**config.mk**
```make
export PLATFORM = sky130hd
export DESIGN_NAME = resp_request_parser_top
export DESIGN_NICKNAME = d
export VERILOG_FILES = /design/src/design/rrp_pkg.sv /design/src/design/rrp_result_fifo.sv /design/src/design/rrp_parser.sv /design/src/design/resp_request_parser_top.sv
export SDC_FILE = /design/constraint.sdc
export NUM_CORES = 1
export LEC_CHECK = 0
export BUFFER_PORTS_ARGS = -buffer_cell sky130_fd_sc_hd__buf_4
export CORE_AREA = 2 2 201 203
export DETAILED_ROUTE_END_ITERATION = 7
export DIE_AREA = 0 0 203 205
export HOLD_SLACK_MARGIN = 0.05
export PLACE_DENSITY = 0.81
export SETUP_SLACK_MARGIN = 0.4
export SLEW_MARGIN = 5
export SYNTH_ARGS = -nofsm -noshare
export SYNTH_HDL_FRONTEND = slang
export SYNTH_SLANG_ARGS = --single-unit
```
**constraint.sdc**
```tcl
create_clock -name clock -period 7.8 [get_ports clock]
set_clock_uncertainty 0.05 [all_clocks]
set_input_delay 0.78 -clock clock [delete_from_list [all_inputs] [get_ports clock]]
set_output_delay 0.78 -clock clock [all_outputs]
set_load 0.02 [all_outputs]
```
**src/design/rrp_pkg.sv**
```systemverilog
`timescale 1ns / 1ps
// Shared types, codes and constants of the request parser.
// Used by rrp_parser, rrp_result_fifo and resp_request_parser_top; depends on nothing.
package rrp_pkg;

   localparam int LEN_BITS   = 32;
   localparam int INDEX_BITS = 16;
   localparam int NUM_BITS   = 64;

   // Result queue depth, a power of two with room for the two results of one word.
   localparam int RESULT_DEPTH    = 4;
   localparam int RESULT_PTR_BITS = $clog2(RESULT_DEPTH);

   localparam logic [15:0] MAX_PARTS_RESET = 16'd1024;

   // Counts above the part index space are too large whatever max_parts holds.
   localparam logic [NUM_BITS-1:0] INDEX_LIMIT = NUM_BITS'(1) << INDEX_BITS;

   localparam logic [7:0] CHAR_CR     = 8'h0D;
   localparam logic [7:0] CHAR_LF     = 8'h0A;
   localparam logic [7:0] CHAR_DOLLAR = 8'h24;
   localparam logic [7:0] CHAR_STAR   = 8'h2A;
   localparam logic [7:0] CHAR_MINUS  = 8'h2D;
   localparam logic [7:0] CHAR_ZERO   = 8'h30;
   localparam logic [7:0] CHAR_NINE   = 8'h39;

   // Largest magnitude of a negative number; a positive one may reach one less.
   localparam logic [NUM_BITS+3:0] MAG_NEG = 68'd1 << (NUM_BITS - 1);

   typedef enum logic [2:0] {
      PH_IDLE,
      PH_ARR_LINE,
      PH_BULK_START,
      PH_BULK_LINE,
      PH_DATA,
      PH_TRAIL_CR,
      PH_TRAIL_LF,
      PH_DONE
   } phase_type;

   typedef enum logic [3:0] {
      ST_OK,
      ST_EMPTY,
      ST_NOT_ARRAY,
      ST_INCOMPLETE_LINE,
      ST_BAD_COUNT,
      ST_EMPTY_COMMAND,
      ST_TOO_LARGE,
      ST_EXPECTED_BULK,
      ST_BAD_LENGTH,
      ST_NULL_BULK,
      ST_INCOMPLETE_BULK,
      ST_MISSING_CRLF,
      ST_EXTRA_DATA
   } status_type;

   typedef enum logic [1:0] {
      KIND_DATA,
      KIND_DONE,
      KIND_STATUS
   } kind_type;

   // Number being collected on a header line; pending holds a held line error.
   typedef struct packed {
      logic [NUM_BITS-1:0] value;
      logic                neg;
      logic                digit;
      logic                ovf;
      status_type          pending;
   } num_type;

   typedef struct packed {
      kind_type              kind;
      logic [7:0]            part_byte;
      logic [INDEX_BITS-1:0] part_index;
      logic [LEN_BITS-1:0]   part_length;
      status_type            status;
   } result_type;

   // One character of a number line. The multiply by ten is two shifts and an add;
   // the sum is kept wide so the overflow test is a single compare.
   function automatic num_type rrp_feed_number(input num_type cur, input logic [7:0] c,
                                               input status_type bad);
      num_type             nx;
      logic [7:0]          d;
      logic [NUM_BITS+3:0] prod;
      logic [NUM_BITS+3:0] lim;
      begin
         nx   = cur;
         d    = c - CHAR_ZERO;
         prod = ({4'b0, cur.value} << 3) + ({4'b0, cur.value} << 1)
                + {{NUM_BITS{1'b0}}, d[3:0]};
         lim  = cur.neg ? MAG_NEG : MAG_NEG - 68'd1;
         if (cur.pending == ST_OK) begin
            if (c == CHAR_MINUS && !cur.digit && !cur.neg) begin
               nx.neg = 1'b1;
            end else if (c >= CHAR_ZERO && c <= CHAR_NINE) begin
               nx.digit = 1'b1;
               if (!cur.ovf) begin
                  if (prod > lim) begin
                     nx.ovf = 1'b1;
                  end else begin
                     nx.value = prod[NUM_BITS-1:0];
                  end
               end
            end else begin
               nx.pending = bad;
            end
         end
         rrp_feed_number = nx;
      end
   endfunction

endpackage

```
**src/design/rrp_result_fifo.sv**
```systemverilog
`timescale 1ns / 1ps
// Four-entry result queue that takes up to two results per cycle and gives one while out_stall is low.
// Depends on rrp_pkg.
module rrp_result_fifo
   import rrp_pkg::*;
(
   input  logic       clock,
   input  logic       reset,
   input  logic [1:0] push_n,
   input  result_type push_a,
   input  result_type push_b,
   output logic       room,
   output logic       out_valid,
   input  logic       out_stall,
   output result_type out_word
);

   result_type                 mem_ff [RESULT_DEPTH];
   logic [RESULT_PTR_BITS-1:0] wr_ptr_ff, wr_ptr_in;
   logic [RESULT_PTR_BITS-1:0] rd_ptr_ff, rd_ptr_in;
   logic [RESULT_PTR_BITS:0]   count_ff, count_in;
   logic                       pop;
   logic [RESULT_PTR_BITS-1:0] wr_next;

   assign out_valid = (count_ff != '0);
   assign out_word  = mem_ff[rd_ptr_ff];
   assign pop       = out_valid && !out_stall;
   // Room for two results, so any item can be taken without looking at the pop.
   assign room      = (count_ff <= (RESULT_PTR_BITS+1)'(RESULT_DEPTH - 2));
   assign wr_next   = wr_ptr_ff + RESULT_PTR_BITS'(1);
   assign wr_ptr_in = wr_ptr_ff + RESULT_PTR_BITS'(push_n);
   assign rd_ptr_in = rd_ptr_ff + RESULT_PTR_BITS'(pop);
   assign count_in  = count_ff + (RESULT_PTR_BITS+1)'(push_n)
                      - (RESULT_PTR_BITS+1)'(pop);

   always_ff @(posedge clock) begin
      if (reset) begin
         wr_ptr_ff <= '0;
         rd_ptr_ff <= '0;
         count_ff  <= '0;
      end else begin
         wr_ptr_ff <= wr_ptr_in;
         rd_ptr_ff <= rd_ptr_in;
         count_ff  <= count_in;
      end
   end

   always_ff @(posedge clock) begin
      if (push_n != 2'd0) begin
         mem_ff[wr_ptr_ff] <= push_a;
      end
      if (push_n == 2'd2) begin
         mem_ff[wr_next] <= push_b;
      end
   end

endmodule

```
**src/design/rrp_parser.sv**
```systemverilog
`timescale 1ns / 1ps
// Input word register and the parsing state machine of the request parser.
// Depends on rrp_pkg; its results go to rrp_result_fifo.
module rrp_parser
   import rrp_pkg::*;
(
   input  logic        clock,
   input  logic        reset,
   input  logic        in_valid,
   output logic        in_stall,
   input  logic [7:0]  in_byte,
   input  logic        in_has_byte,
   input  logic        in_end,
   input  logic [15:0] max_parts,
   input  logic        room,
   output logic [1:0]  push_n,
   output result_type  push_a,
   output result_type  push_b
);

   logic                  in_valid_ff, in_valid_in;
   logic [7:0]            byte_ff;
   logic                  has_ff;
   logic                  end_ff;

   phase_type             phase_ff, phase_in;
   num_type               num_ff, num_in;
   logic                  cr_ff, cr_in;
   logic [15:0]           parts_ff, parts_in;
   logic [INDEX_BITS-1:0] cur_ff, cur_in;
   logic [LEN_BITS-1:0]   bytes_ff, bytes_in;
   status_type            err_ff, err_in;

   logic                  go;
   logic                  accept;
   logic [7:0]            line_c;
   status_type            feed_bad;
   num_type               fed;
   status_type            code;
   status_type            end_status;
   logic                  byte_res;
   result_type            byte_word;
   result_type            status_word;

   assign go       = in_valid_ff && room;
   assign in_stall = in_valid_ff && !room;
   assign accept   = in_valid && !in_stall;
   assign in_valid_in = accept ? 1'b1 : (go ? 1'b0 : in_valid_ff);

   // A held carriage return that is not followed by a line feed is fed as a line byte.
   assign line_c   = cr_ff ? CHAR_CR : byte_ff;
   assign feed_bad = (phase_ff == PH_ARR_LINE) ? ST_BAD_COUNT : ST_BAD_LENGTH;
   assign fed      = rrp_feed_number(num_ff, line_c, feed_bad);

   always_ff @(posedge clock) begin
      if (reset) begin
         in_valid_ff <= 1'b0;
      end else begin
         in_valid_ff <= in_valid_in;
      end
   end

   always_ff @(posedge clock) begin
      if (accept) begin
         byte_ff <= in_byte;
         has_ff  <= in_has_byte;
         end_ff  <= in_end;
      end
   end

   always_ff @(posedge clock) begin
      if (reset) begin
         phase_ff <= PH_IDLE;
         num_ff   <= '0;
         cr_ff    <= 1'b0;
         parts_ff <= '0;
         cur_ff   <= '0;
         bytes_ff <= '0;
         err_ff   <= ST_OK;
      end else begin
         phase_ff <= phase_in;
         num_ff   <= num_in;
         cr_ff    <= cr_in;
         parts_ff <= parts_in;
         cur_ff   <= cur_in;
         bytes_ff <= bytes_in;
         err_ff   <= err_in;
      end
   end

   always_comb begin
      phase_in    = phase_ff;
      num_in      = num_ff;
      cr_in       = cr_ff;
      parts_in    = parts_ff;
      cur_in      = cur_ff;
      bytes_in    = bytes_ff;
      err_in      = err_ff;
      code        = num_ff.pending;
      end_status  = ST_OK;
      byte_res    = 1'b0;
      byte_word   = '0;
      status_word = '0;
      push_n      = 2'd0;
      push_a      = '0;
      push_b      = '0;

      if (go && has_ff && err_ff == ST_OK) begin
         case (phase_ff)
            PH_IDLE: begin
               if (byte_ff == CHAR_STAR) begin
                  phase_in = PH_ARR_LINE;
                  num_in   = '0;
                  cr_in    = 1'b0;
               end else begin
                  err_in = ST_NOT_ARRAY;
               end
            end
            PH_ARR_LINE, PH_BULK_START, PH_BULK_LINE: begin
               if (cr_ff && byte_ff == CHAR_LF) begin
                  cr_in = 1'b0;
                  if (phase_ff == PH_ARR_LINE) begin
                     if (code == ST_OK && (!num_ff.digit || num_ff.ovf))
                        code = ST_BAD_COUNT;
                     if (code == ST_OK && (num_ff.neg || num_ff.value == '0))
                        code = ST_EMPTY_COMMAND;
                     // The count is bounded by max_parts and by the part index space.
                     if (code == ST_OK && (num_ff.value > NUM_BITS'(max_parts) ||
                                           num_ff.value > INDEX_LIMIT))
                        code = ST_TOO_LARGE;
                     if (code != ST_OK) begin
                        err_in = code;
                     end else begin
                        parts_in = num_ff.value[15:0];
                        cur_in   = '0;
                        phase_in = PH_BULK_START;
                        num_in   = '0;
                     end
                  end else if (phase_ff == PH_BULK_START) begin
                     err_in = ST_EXPECTED_BULK;
                  end else begin
                     if (code == ST_OK && (!num_ff.digit || num_ff.ovf))
                        code = ST_BAD_LENGTH;
                     if (code == ST_OK && num_ff.neg && num_ff.value != '0)
                        code = ST_NULL_BULK;
                     if (code == ST_OK && (num_ff.value >> LEN_BITS) != '0)
                        code = ST_INCOMPLETE_BULK;
                     if (code != ST_OK) begin
                        err_in = code;
                     end else begin
                        bytes_in = num_ff.value[LEN_BITS-1:0];
                        phase_in = (num_ff.value == '0) ? PH_TRAIL_CR : PH_DATA;
                     end
                  end
               end else if (cr_ff) begin
                  // The stray carriage return always leaves a line error pending,
                  // so the byte after it has no further effect on the number.
                  if (phase_ff == PH_BULK_START) begin
                     phase_in       = PH_BULK_LINE;
                     num_in.pending = ST_EXPECTED_BULK;
                  end else begin
                     num_in = fed;
                  end
                  cr_in = (byte_ff == CHAR_CR);
               end else if (byte_ff == CHAR_CR) begin
                  cr_in = 1'b1;
               end else if (phase_ff == PH_BULK_START) begin
                  phase_in = PH_BULK_LINE;
                  if (byte_ff != CHAR_DOLLAR) begin
                     num_in.pending = ST_EXPECTED_BULK;
                  end
               end else begin
                  num_in = fed;
               end
            end
            PH_DATA: begin
               byte_res             = 1'b1;
               byte_word.kind       = KIND_DATA;
               byte_word.part_byte  = byte_ff;
               byte_word.part_index = cur_ff;
               bytes_in             = bytes_ff - 1'b1;
               if (bytes_ff == LEN_BITS'(1)) begin
                  phase_in = PH_TRAIL_CR;
               end
            end
            PH_TRAIL_CR: begin
               num_in.pending = (byte_ff == CHAR_CR) ? ST_OK : ST_MISSING_CRLF;
               phase_in       = PH_TRAIL_LF;
            end
            PH_TRAIL_LF: begin
               if (num_ff.pending != ST_OK || byte_ff != CHAR_LF) begin
                  err_in = ST_MISSING_CRLF;
               end else begin
                  byte_res               = 1'b1;
                  byte_word.kind         = KIND_DONE;
                  byte_word.part_index   = cur_ff;
                  byte_word.part_length  = num_ff.value[LEN_BITS-1:0];
                  parts_in               = parts_ff - 1'b1;
                  cur_in                 = cur_ff + 1'b1;
                  num_in                 = '0;
                  cr_in                  = 1'b0;
                  phase_in = (parts_ff != 16'd1) ? PH_BULK_START : PH_DONE;
               end
            end
            default: begin
               err_in = ST_EXTRA_DATA;
            end
         endcase
      end

      if (err_in != ST_OK) begin
         end_status = err_in;
      end else begin
         case (phase_in)
            PH_IDLE:                                end_status = ST_EMPTY;
            PH_ARR_LINE, PH_BULK_START, PH_BULK_LINE: end_status = ST_INCOMPLETE_LINE;
            PH_DONE:                                end_status = ST_OK;
            default:                                end_status = ST_INCOMPLETE_BULK;
         endcase
      end
      status_word.kind   = KIND_STATUS;
      status_word.status = end_status;

      if (byte_res) begin
         push_a = byte_word;
         push_n = 2'd1;
      end

      if (go && end_ff) begin
         if (byte_res) begin
            push_b = status_word;
            push_n = 2'd2;
         end else begin
            push_a = status_word;
            push_n = 2'd1;
         end
         phase_in = PH_IDLE;
         num_in   = '0;
         cr_in    = 1'b0;
         parts_in = '0;
         cur_in   = '0;
         bytes_in = '0;
         err_in   = ST_OK;
      end
   end

endmodule

```
**src/design/resp_request_parser_top.sv**
```systemverilog
`timescale 1ns / 1ps
// Top level of the streaming request parser: configuration register, parser, result queue.
// Depends on rrp_pkg, rrp_parser and rrp_result_fifo.
//
// The block checks a request framed as "*count CRLF" and then count parts of the form
// "$len CRLF data CRLF", one request byte per word on the req_ channel. A word may carry
// a byte (req_has_byte), mark the end of the request (req_end_of_request), or both.
// On the rsp_ channel it gives, per part, every data byte with its part index, then a
// completion word with the part's length once the closing CRLF has been seen; when a
// request ends it gives exactly one status word. After a request end the parser is
// back in its reset state and the next request may follow in the next word.
// A word is taken when its valid is high and its stall is low, on both channels.
// Each request word is registered in the input register, then parsed once the result
// queue has room, and its results are written into that queue, which drives rsp_.
// The block takes one request word every cycle while the queue has room; a word
// that both finishes a part and ends the request yields two results, which drain
// through a four-entry result queue at one per cycle while rsp_ is not stalled.
// The request side is stalled only while that queue holds more than two results,
// which happens when the receiver stalls rsp_ or many such two-result words arrive.
// The csr_ channel writes max_parts (reset value 1024); csr_ready is always high and
// it should be written only while no request is in flight.
// Synchronous reset empties the input register and the queue and restarts parsing.
module resp_request_parser_top
   import rrp_pkg::*;
(
   input  logic                  clock,
   input  logic                  reset,

   input  logic                  req_valid,
   output logic                  req_stall,
   input  logic [7:0]            req_data_byte,
   input  logic                  req_has_byte,
   input  logic                  req_end_of_request,

   output logic                  rsp_valid,
   input  logic                  rsp_stall,
   output logic [1:0]            rsp_kind,
   output logic [7:0]            rsp_part_byte,
   output logic [INDEX_BITS-1:0] rsp_part_index,
   output logic [LEN_BITS-1:0]   rsp_part_length,
   output logic [3:0]            rsp_status,

   input  logic                  csr_valid,
   output logic                  csr_ready,
   input  logic [15:0]           csr_max_parts
);

   logic [15:0] max_parts_ff, max_parts_in;
   logic        room;
   logic [1:0]  push_n;
   result_type  push_a;
   result_type  push_b;
   result_type  out_word;

   // The register always takes a write in the cycle it is offered.
   assign csr_ready    = 1'b1;
   assign max_parts_in = (csr_valid && csr_ready) ? csr_max_parts : max_parts_ff;

   always_ff @(posedge clock) begin
      if (reset) begin
         max_parts_ff <= MAX_PARTS_RESET;
      end else begin
         max_parts_ff <= max_parts_in;
      end
   end

   rrp_parser u_parser (
      .clock       (clock),
      .reset       (reset),
      .in_valid    (req_valid),
      .in_stall    (req_stall),
      .in_byte     (req_data_byte),
      .in_has_byte (req_has_byte),
      .in_end      (req_end_of_request),
      .max_parts   (max_parts_ff),
      .room        (room),
      .push_n      (push_n),
      .push_a      (push_a),
      .push_b      (push_b)
   );

   rrp_result_fifo u_fifo (
      .clock     (clock),
      .reset     (reset),
      .push_n    (push_n),
      .push_a    (push_a),
      .push_b    (push_b),
      .room      (room),
      .out_valid (rsp_valid),
      .out_stall (rsp_stall),
      .out_word  (out_word)
   );

   // Fields that do not belong to a result's kind are zero.
   assign rsp_kind        = out_word.kind;
   assign rsp_part_byte   = out_word.part_byte;
   assign rsp_part_index  = out_word.part_index;
   assign rsp_part_length = out_word.part_length;
   assign rsp_status      = out_word.status;

endmodule

```
# Word level (Yosys, flattened, before mapping)
# Memories as Yosys holds them, arrays and structs flattened. A register that Yosys moved wholly into a read port is not among the register bits.
# Cells that the tools add are included.
[totals]
romBits = 0
inputBits = 31
latchBits = 0
output_inout_bits = 65
mem_count = 1
ff_bits = 177
ram_bits = 248
word_cells = 258
[classes]
magnitude_cmp = 6
mul = 0
bitwise_logic = 0
add_sub_neg = 11
shift = 0
n_eq_ne = 31
reduce_logical = 57
mux = 133
n_div = 0
[memory_table]
columns = ["memory", "words", "width", "rd", "rd_clocked_by_memory_dff", "wr", "line", "text"]
rows = [
  ["u_fifo.mem_ff", 4, 62, 1, 1, 2, "rrp_result_fifo.sv:18", "result_type mem_ff [RESULT_DEPTH];"],
]
[ops]
columns = ["operator", "n"]
rows = [
  ["71-bit 2-to-1 mux", 8],
  ["64-bit 2-to-1 mux", 5],
  ["62-bit 2-to-1 mux", 5],
  ["67-bit case mux with 3 select lines", 1],
  ["4-bit 2-to-1 mux", 48],
  ["32-bit 2-to-1 mux", 5],
  ["16-bit 2-to-1 mux", 8],
  ["64-bit nonzero test", 2],
  ["16-bit case mux with 2 select lines", 3],
  ["67-bit by 65-bit adder with 68-bit output", 1],
  ["68-bit by 4-bit adder with 68-bit output", 1],
  ["68-bit greater-than comparator", 1],
  ["67-bit 2-to-1 mux", 1],
  ["64-bit by 16-bit greater-than comparator with 1-bit output", 1],
  ["64-bit by 17-bit greater-than comparator with 1-bit output (second input constant)", 1],
  ["64-bit logical NOT", 1],
  ["32-bit case mux with 2 select lines", 1],
  ["58-bit 2-to-1 mux", 1],
  ["48-bit 2-to-1 mux", 1],
  ["3-bit 2-to-1 mux", 13],
  ["32-bit by 1-bit equality test with 1-bit output (second input constant)", 1],
  ["4-bit case mux with 4 select lines", 2],
  ["32-bit by 1-bit subtractor with 32-bit output (second input constant)", 1],
  ["4-bit logical NOT", 6],
  ["other kinds (46)", 120],
]

# Logic depth before layout (Yosys ltp)
# Gate-level depths: netlist of the first run.
[depth]
depth_word = 39
ltp_mapped = 28
mapped_depth_nobuf = 25

# By module
# From an unflattened synthesis of the first run, not the netlist that was laid out.
[unflattened]
cells_unflattened = 2822
area_unflattened_um2 = 28932.7
[by_module_without_submodules]
columns = ["mod", "cells_per_inst", "n_inst", "area_each_um2", "seq_area_each_um2"]
rows = [
  ["rrp_parser", 2119, 1, 15925.3, 3163.0],
  ["rrp_result_fifo", 649, 1, 12414.4, 7587.3],
  ["resp_request_parser_top", 54, 1, 593.1, 320.3],
]

# Worst setup path after synthesis of the first run
# No wires, ideal clock.
[synth_timing]
kind = "reg-to-reg"
startpoint = "reg u_parser.num_ff[7] in the netlist's numbering"
endpoint = "reg u_parser.num_ff[69] in the netlist's numbering"
slack_ns = 2.086
arrival_time_ns = 5.541
required_ns = 7.627
synth_period_minus_slack_ns = 5.714
stages_incl_launch_ff = 24
path_buffers = 2
setup_time_ns = 0.123
path_cell_list = "dfxtp_1 clkbuf_1 inv_1 fa_1 fa_1 nand2b_1 a21oi_1 o211ai_1 a31oi_1 o21ai_0 o21ai_0 xor2_1 ha_1 nand4_1 or4_1 nor3_1 a21oi_1 a21oi_1 a21oi_1 nor3b_1 mux2i_1 nor4_2 buf_6 mux2_1"
[synth_via]
elab_chain_cells = 18
word_cells_on_any_way = 34
classes_between = "2 x add/sub; 3 x order compare; 1 x eq/ne; 20 x mux; 8 x reduce/logical"
[synth_rtl]
columns = ["item", "line", "text"]
rows = [
  ["start, declared", "rrp_parser.sv:27", "num_type num_ff, num_in;"],
  ["start signal, assigned", "rrp_parser.sv:82", "num_ff <= num_in;"],
  ["parallel branches: the longest is 18 deep, another holds 67-bit by 65-bit adder with 68-bit output", "-", ""],
]
# Parallel ways; which one is timed is not known. The select of a mux whose other input is x is not followed.
# A chain may end at the register's enable or synchronous reset.

# Worst setup path after layout of the first run
[layout_timing]
startpoint = "reg u_parser.byte_ff[3]"
endpoint = "reg u_parser.num_ff[59] in the netlist's numbering"
[layout_via]
elab_chain_cells = 14
word_cells_on_any_way = 32
classes_between = "2 x add/sub; 3 x order compare; 10 x eq/ne; 11 x mux; 6 x reduce/logical"
[layout_rtl]
columns = ["item", "line", "text"]
rows = [
  ["start, declared", "rrp_parser.sv:22", "logic [7:0] byte_ff;"],
  ["start signal, assigned", "rrp_parser.sv:65", "byte_ff <= in_byte;"],
  ["8-bit 2-to-1 mux", "rrp_parser.sv:51", "assign line_c = cr_ff ? CHAR_CR : byte_ff;"],
  ["4-bit by 1-bit subtractor with 4-bit output", "rrp_pkg.sv:90", "d = c - CHAR_ZERO;"],
  ["68-bit by 4-bit adder with 68-bit output", "rrp_pkg.sv:92", "+ {{NUM_BITS{1'b0}}, d[3:0]};"],
  ["68-bit greater-than comparator", "rrp_pkg.sv:100", "if (prod > lim) begin"],
  ["64-bit 2-to-1 mux", "rrp_pkg.sv:100", ""],
  ["64-bit 2-to-1 mux", "rrp_pkg.sv:99", "if (!cur.ovf) begin"],
  ["64-bit 2-to-1 mux", "rrp_pkg.sv:97", "end else if (c >= CHAR_ZERO && c <= CHAR_NINE) begin"],
  ["64-bit 2-to-1 mux", "rrp_pkg.sv:95", "if (c == CHAR_MINUS && !cur.digit && !cur.neg) begin"],
  ["71-bit 2-to-1 mux", "rrp_pkg.sv:94", "if (cur.pending == ST_OK) begin"],
  ["67-bit 2-to-1 mux", "rrp_parser.sv:158, rrp_parser.sv:167", ""],
  ["71-bit 2-to-1 mux", "rrp_parser.sv:165", "end else if (byte_ff == CHAR_CR) begin"],
  ["71-bit 2-to-1 mux", "rrp_parser.sv:155", "end else if (cr_ff) begin"],
  ["71-bit 2-to-1 mux", "rrp_parser.sv:120", "if (cr_ff && byte_ff == CHAR_LF) begin"],
  ["67-bit case mux with 3 select lines", "rrp_parser.sv:109", "case (phase_ff)"],
]
# Parallel ways exist; a longest one is shown, timed or not. The select of a mux whose other input is x is not followed.

==> results.md, run 1 <==
- CTS tree: built
- Core Area: slightly below 40000 um^2
- Worst-skew pair later-pin latency: just over 0.6 ns
- Power density of the placed cells: 185 nW/um^2
- Reg2reg path depth: 24
- Synth Register Bits: about 420
- GR Overflow Total: 0
- Worst Max-Slew Pin Slew: 1.29 ns
- Clock Path Buffers: 3
- Std cell rows: 73
- Asr flop ratio synth: 0
- Hold Path Cell Cnt: 1
- Worst Path Arrival: between 7 and 8 ns
- Fillers: 3018
- PortBufs: 94
- Tot Pwr: around 5000 uW
- Root buf cell: clkbuf_16
- Avg Vias per Cell: between 6 and 7
- Syn Area/Cell: roughly 9.2 um^2
- Hold Path Class: in -> reg
- Slew Limit Fails: 0
- Initial antenna violation count: 1
- RSZ-0062 raised after global routing: false
- Initial drt markers: around 2.0k
- Vias: around 22k
- Placed cells: between 3k and 4k
- Maximum vdd drop: between 0.15 and 0.2 mV
- Max Fclk: roughly 140 MHz
- Ant. Diodes: 0
- Nets: 2944
- Crit start category: flip-flop
- Net Count, Synth: roughly 2.9k
- GRT Resource Usage Total: 0.337
- WP data required: a little over 8 ns
- Synth Flop Type: dfxtp_1
- Layout cell share with drive strength beyond 1: 0.113
- First-pass GRT wire length: roughly 110000 um
- Synth top cells by count: dfxtp_1 (394), nand2_1 (293), a22o_1 (227), ha_1 (220), nor2_1 (194)
- Die Y: about 200 um
- CTS sink count: around 420
- Top-count cell post-synth: dfxtp_1
- Final hold vios: 0
- Number of global-route vias before repair: ~21k
- Final worst-path cycle share: 0.905
- CP endpoint kind: flip-flop
- Status: complete, no violations
- Crit path max fanout: 31
- Synth unique cells: 84
- Post-synth EDFFs: 30
- Area leader, netlist: dfxtp_1
- Final setup viols: 0
- Top cell type's share of synthesized area: 0.320
- IO Pins: 96
- Die width: around 200 um
- Mean routed wirelength per cell: 22.0 um
- WS Path Type: reg -> reg
- Mapped Area: 24700 um^2
- Total CTS buffers: 45
- Fin crit period: a little over 7 ns
- DRC: 0
- Final non-filler cell total: ~3.3k
- Initial Utilization: 0.627
- Gate count after technology mapping: 2685
- Leak pwr: 0.0114 uW
- Relative slew slack: 0.138
- Sum of negative setup slack: 0 ns
- DRT Pass-1 Iters: 6
- FF/Latch Area: approximately 9000 um^2
- Register area share after synthesis: 0.356
- Routability Congestion: 0.962
- Synthesis Warnings: 0
- # Max-Cap Violations: 0
- Die ar.: 41600 um^2
- Syn-to-layout area delta: 10.5%
- H-tree depth: 2
- DRT Wirelength: approximately 71000 um
- Worst-path clk slew: 0.06 ns
- Multi-input logic area: 14900 um^2
- Top cells by area, synth: dfxtp_1 (32%), ha_1 (11%), a22o_1 (8.1%), mux4_2 (5.7%), nand2_1 (4.5%)
- Post-DP HPWL: about 49000 um
- # hold bufs at CTS: 0
- Largest net degree at the start of global routing: 65
- Post-route ant nets: 0
critical path: stages (launching register included):
cell	delay, ns
edfxtp_1	0.55
nor2_1	0.31
fa_1	0.52
fa_1	0.48
nand2b_1	0.20
a21oi_1	0.33
o211ai_1	0.25
a31oi_2	0.46
a31oi_1	0.31
o21bai_2	0.30
a21oi_1	0.13
xnor2_1	0.25
ha_1	0.30
and4_1	0.21
nand4bb_1	0.15
or3b_2	0.14
o211ai_1	0.07
a2111oi_0	0.44
a21oi_1	0.17
nor3b_1	0.24
mux2i_1	0.16
nor4_4	0.20
buf_4	0.18
buf_8	0.33
mux2i_1	0.22
state kept, by name, summed over array words and instances, names as in the netlist, 4 cells and up:
register / count
u_fifo.mem_ff: 248
u_parser.cur_ff: 16
u_parser.byte_ff: 8
u_parser.parts_ff: 16
max_parts_ff: 16
u_parser.num_ff: 70
u_parser.err_ff: 4
u_parser.bytes_ff: 32
kinds of logic after synthesis:
| group | synth area share |
|---|---|
| AND/OR/NAND/NOR | 0.156 |
| AO/OA/AOI/OAI | 0.214 |
| flip-flops | 0.356 |
| buffers and inverters | 0.0428 |
| adder cells (fa/ha/maj) | 0.114 |
| multiplexers | 0.0899 |
| XOR/XNOR | 0.0273 |
| other | 0.000152 |
path summary, 6_finish.rpt:
| path | startpoint | endpoint | slack [ns] |
|---|---|---|---|
| hold / removal | req_data_byte[0] | u_parser.byte_ff[0] | 0.31 |
| setup reg to reg | u_parser.byte_ff[3] | u_parser.num_ff[59] | 0.74 |
| setup / recovery | u_parser.byte_ff[3] | u_parser.num_ff[59] | 0.74 |
| hold reg to reg | u_fifo.mem_ff[3][60] | u_fifo.mem_ff[3][60] | 0.40 |
timing repair:
item / in CTS / in global routing
endpoints found under the setup margin: 0 / 64
buffers inserted: 0 / 2
gates resized for setup: 0 / 5
hold endpoints to repair: 0 / 0
final cells by class:
class / count / share of cell area
flip-flops and latches: 424 / 0.323
inverters: 79 / 0.0109
clock inverters: 23 / 0.0124
repair buffers: 131 / 0.0370
multi-input cells: 2009 / 0.546
clock buffers: 59 / 0.0466
well taps: 525 / 0.0241
metal layers:
layer / GRT usage / wire length, um / up-vias
met3: 0.0579 / 6720 / 209
met5: 0 / 12 / -
li1: - / - / 10000
met1: 0.441 / 29100 / 10600
met4: 0.135 / 2610 / 2
met2: 0.556 / 33000 / 1070
power breakdown:
part	leakage, uW	switching (uW)	internal (uW)	total [uW]
Clock	0.000782	971	1370	2340
Sequential	0.00347	39.8	2210	2250
Combinational	0.00712	276	174	450
through the flow:
stage	utilization	setup WS (ns)	area [um^2]	hold WS (ns)
after detailed placement	0.651	0.629	25600	0.388
after global routing	0.693	0.307	27300	0.303
final	0.693	0.740	27300	0.309
after floorplan	-	2.09	24700	0.371
after global placement	0.651	0.997	25600	0.379
after CTS	0.691	0.549	27200	0.290
cells in the final DEF, fill, tap and decap left out, drive strengths merged, types with 18 or more instances in the layout:
| master | count |
|---|---|
| xor2 | 30 |
| mux4 | 62 |
| a21o | 37 |
| ha | 220 |
| a211oi | 27 |
| or3 | 20 |
| mux2i | 81 |
| nor3 | 42 |
| dfxtp | 394 |
| nand3 | 45 |
| buf | 130 |
| edfxtp | 30 |
| inv | 84 |
| nand2 | 293 |
| a22o | 227 |
| nand4 | 59 |
| a31oi | 18 |
| nor4 | 46 |
| xnor2 | 47 |
| clkbuf | 60 |
| nor2b | 24 |
| a21oi | 183 |
| o21ai | 130 |
| nor2 | 194 |
Power figures use the tool's default switching activity.
==> inputs of run 2 (changes only) <==
--- a/config.mk
+++ b/config.mk
@@ -11,6 +11,7 @@
 export DIE_AREA = 0 0 203 205
 export HOLD_SLACK_MARGIN = 0.05
 export PLACE_DENSITY = 0.81
+export RECOVER_POWER = 25
 export SETUP_SLACK_MARGIN = 0.4
 export SLEW_MARGIN = 5
 export SYNTH_ARGS = -nofsm -noshare
==> run 2 against run 1 <==
  * The flow now finishes with violations (max-capacitance violations, max-slew violations)
  * Critical path depth unchanged
  * Cell count unchanged
  * Combinational power increased by 0.9%
  * Sequential power about the same
  * Clock power about the same
  * First-iteration DRC count increased by 1.9%
==> results.md, run 2 (same netlist as run 1, synthesis figures left out) <==
- Status: finished, violations left
- Failing checks: max-capacitance violations, max-slew violations
- Sum of negative setup slack: 0 ns
- Final instance area: about 27000 um^2
- Slowest library cell on the worst path: edfxtp_1
- WS Path Type: reg -> reg
- Post-DP HPWL: 48700 um
- Initial Utilization: 0.627
- Max Fclk: roughly 140 MHz
- Crit start category: flip-flop
- Initial drt markers: between 2k and 2.5k
- GR Overflow Total: 0
- Hold Path Class: in -> reg
- Avg Vias per Cell: 6.74
- PortBufs: 94
- Std cell rows: 73
- Largest net degree at the start of global routing: 65
- CP max stage delay: ~0.54 ns
- Number of global-route vias before repair: between 20k and 25k
- Maximum vdd drop: between 0.15 and 0.2 mV
- First-pass GRT wire length: approximately 110000 um
- Fillers: 3072
- Switch Pwr: approximately 1300 uW
- Die ar.: between 40000 and 50000 um^2
- IO Pins: between 90 and 100
- Sw Ratio: 0.255
- Layout cell share with drive strength beyond 1: 0.0947
- Crit path max fanout: 31
- Slew Limit Fails: 64
- Final setup viols: 0
- Clock Path Buffers: 3
- Placed cell areas: about 26000 um^2
- Largest Register: u_fifo.mem_ff
- # Max-Cap Violations: 1
- Worst-path clk slew: 0.06 ns
- Total CTS buffers: 45
- DRT Pass-1 Iters: 6
- DRT Wirelength: roughly 71000 um
- CTS sink count: 424
- Final hold vios: 0
- Final worst-path cycle share: 0.899
- Syn-to-layout area delta: 9.75%
- Core Area: 39400 um^2
- Hold_ws: ~0.33 ns
- Relative slew slack: -1.76
- Nets: just under 3k
- GRT Resource Usage Total: 0.337
- Post-route ant nets: 0
- WP data required: between 8 and 9 ns
- Largest register FFs: between 200 and 250
- H-tree depth: 2
- RSZ-0062 raised after global routing: false
- CP endpoint kind: flip-flop
- DRC: 0
- Commonest non-fill, non-tap cells in the layout: dfxtp_1 (391), nand2_1 (291), a22o_1 (227), ha_1 (220), nor2_1 (189)
- CTS tree: built
- Most common cell after layout, fill and taps aside: dfxtp_1
- Die Y: ~200 um
- Clock network fraction of total power: 0.463
- Root buf cell: clkbuf_16
- Leading registers by flop count: u_fifo.mem_ff x248, u_parser.num_ff x70, u_parser.bytes_ff x32
- Fin crit period: 7.01 ns
- Ant. Diodes: 0
- Critical-path cell list: nor2_1, fa_1, fa_1, nand2b_1, a21oi_1, o211ai_1, a31oi_2, a31oi_1, o21bai_2, a21oi_1, xnor2_1, ha_1, and4_1, nand4bb_1, or3b_2, o211ai_1, a2111oi_0, a21oi_1, nor3b_1, mux2i_1, nor4_4, buf_4, buf_8, mux2i_1
- P_int: 3760 uW
- Leak pwr: around 0.011 uW
- Worst-skew pair later-pin latency: approximately 0.6 ns
- Vias: 21.9k
- Logic pwr share: 0.090
- Die width: around 200 um
- Register share of total power: 0.447
- Power density of the placed cells: ~190 nW/um^2
- Mean routed wirelength per cell: about 22 um
- Initial antenna violation count: 1
- Worst Max-Slew Pin Slew: 4.13 ns
- Worst Path Arrival: approximately 7.5 ns
- Routability Congestion: between 0.9 and 1
- Top cell by count, worst path: a21oi_1
==> run 2: cell types whose count changed in the layout (fill, tap and decap cells not counted), sizes merged <==
| cell | change |
|---|---|
| buf | -55 |
| clkbuf | +55 |
==> run 2: per-stage QoR <==
stage               setup WS [ns]  instances  power (uW)   util
finish                      0.786       3250        5040  0.688
floorplan                    2.09       2685        2600      -
global route                0.307       3250        5170  0.688
detailed placement          0.629       3165        2740  0.651
CTS                         0.549       3247        5050  0.691
global placement            0.997       3165        2730  0.651
==> run 2: power by group through the flow <==
stage / Combinational (uW) / Clock, uW / Sequential (uW)
final: 454 / 2330 / 2250
after global routing: 482 / 2430 / 2260
after CTS: 446 / 2350 / 2250
after detailed placement: 444 / 0 / 2300
after global placement: 434 / 0 / 2300
after floorplan: 329 / 0 / 2270
==> run 2: cell type report <==
cell class | instances | area (um^2) | area share
well taps | 525 | 657 | 0.0243
inverters | 79 | 297 | 0.0109
clock inverters | 23 | 338 | 0.0125
multi-input cells | 2009 | 14900 | 0.550
flip-flops and latches | 424 | 8790 | 0.325
clock buffers | 59 | 1270 | 0.0469
repair buffers | 131 | 828 | 0.0306
==> run 2: path summary, 6_finish.rpt <==
check,from,to,slack (ns),cells after the start
hold reg to reg,u_fifo.mem_ff[3][60],u_fifo.mem_ff[3][60],0.40,1
hold / removal,req_data_byte[0],u_parser.byte_ff[0],0.33,1
setup / recovery,u_parser.byte_ff[3],u_parser.num_ff[59],0.79,24
setup reg to reg,u_parser.byte_ff[3],u_parser.num_ff[59],0.79,24
==> run 2: worst max-delay path: cells and delay by family, from the launching register on <==
kind	cells	cell delay (ns)
compound gates	9	2.43
buf+inv	2	0.51
fa+ha+maj	3	1.30
simple gates	7	1.45
xor+xnor	1	0.24
flops	1	0.54
mux	2	0.38
==> run 2: repair_timing <==
item                       4_1_cts  5_1_grt
setup endpoints to repair        0       64
resized for setup                0        5
hold buffers                     0        0
buffers inserted                 0        2
==> run 2: layer usage <==
layer,part of all wire,GRT usage,up-vias
met5,0.00017,0,-
met4,0.036,0.135,2
met3,0.093,0.0579,208
met2,0.46,0.556,1047
met1,0.41,0.441,10600
li1,-,-,10000
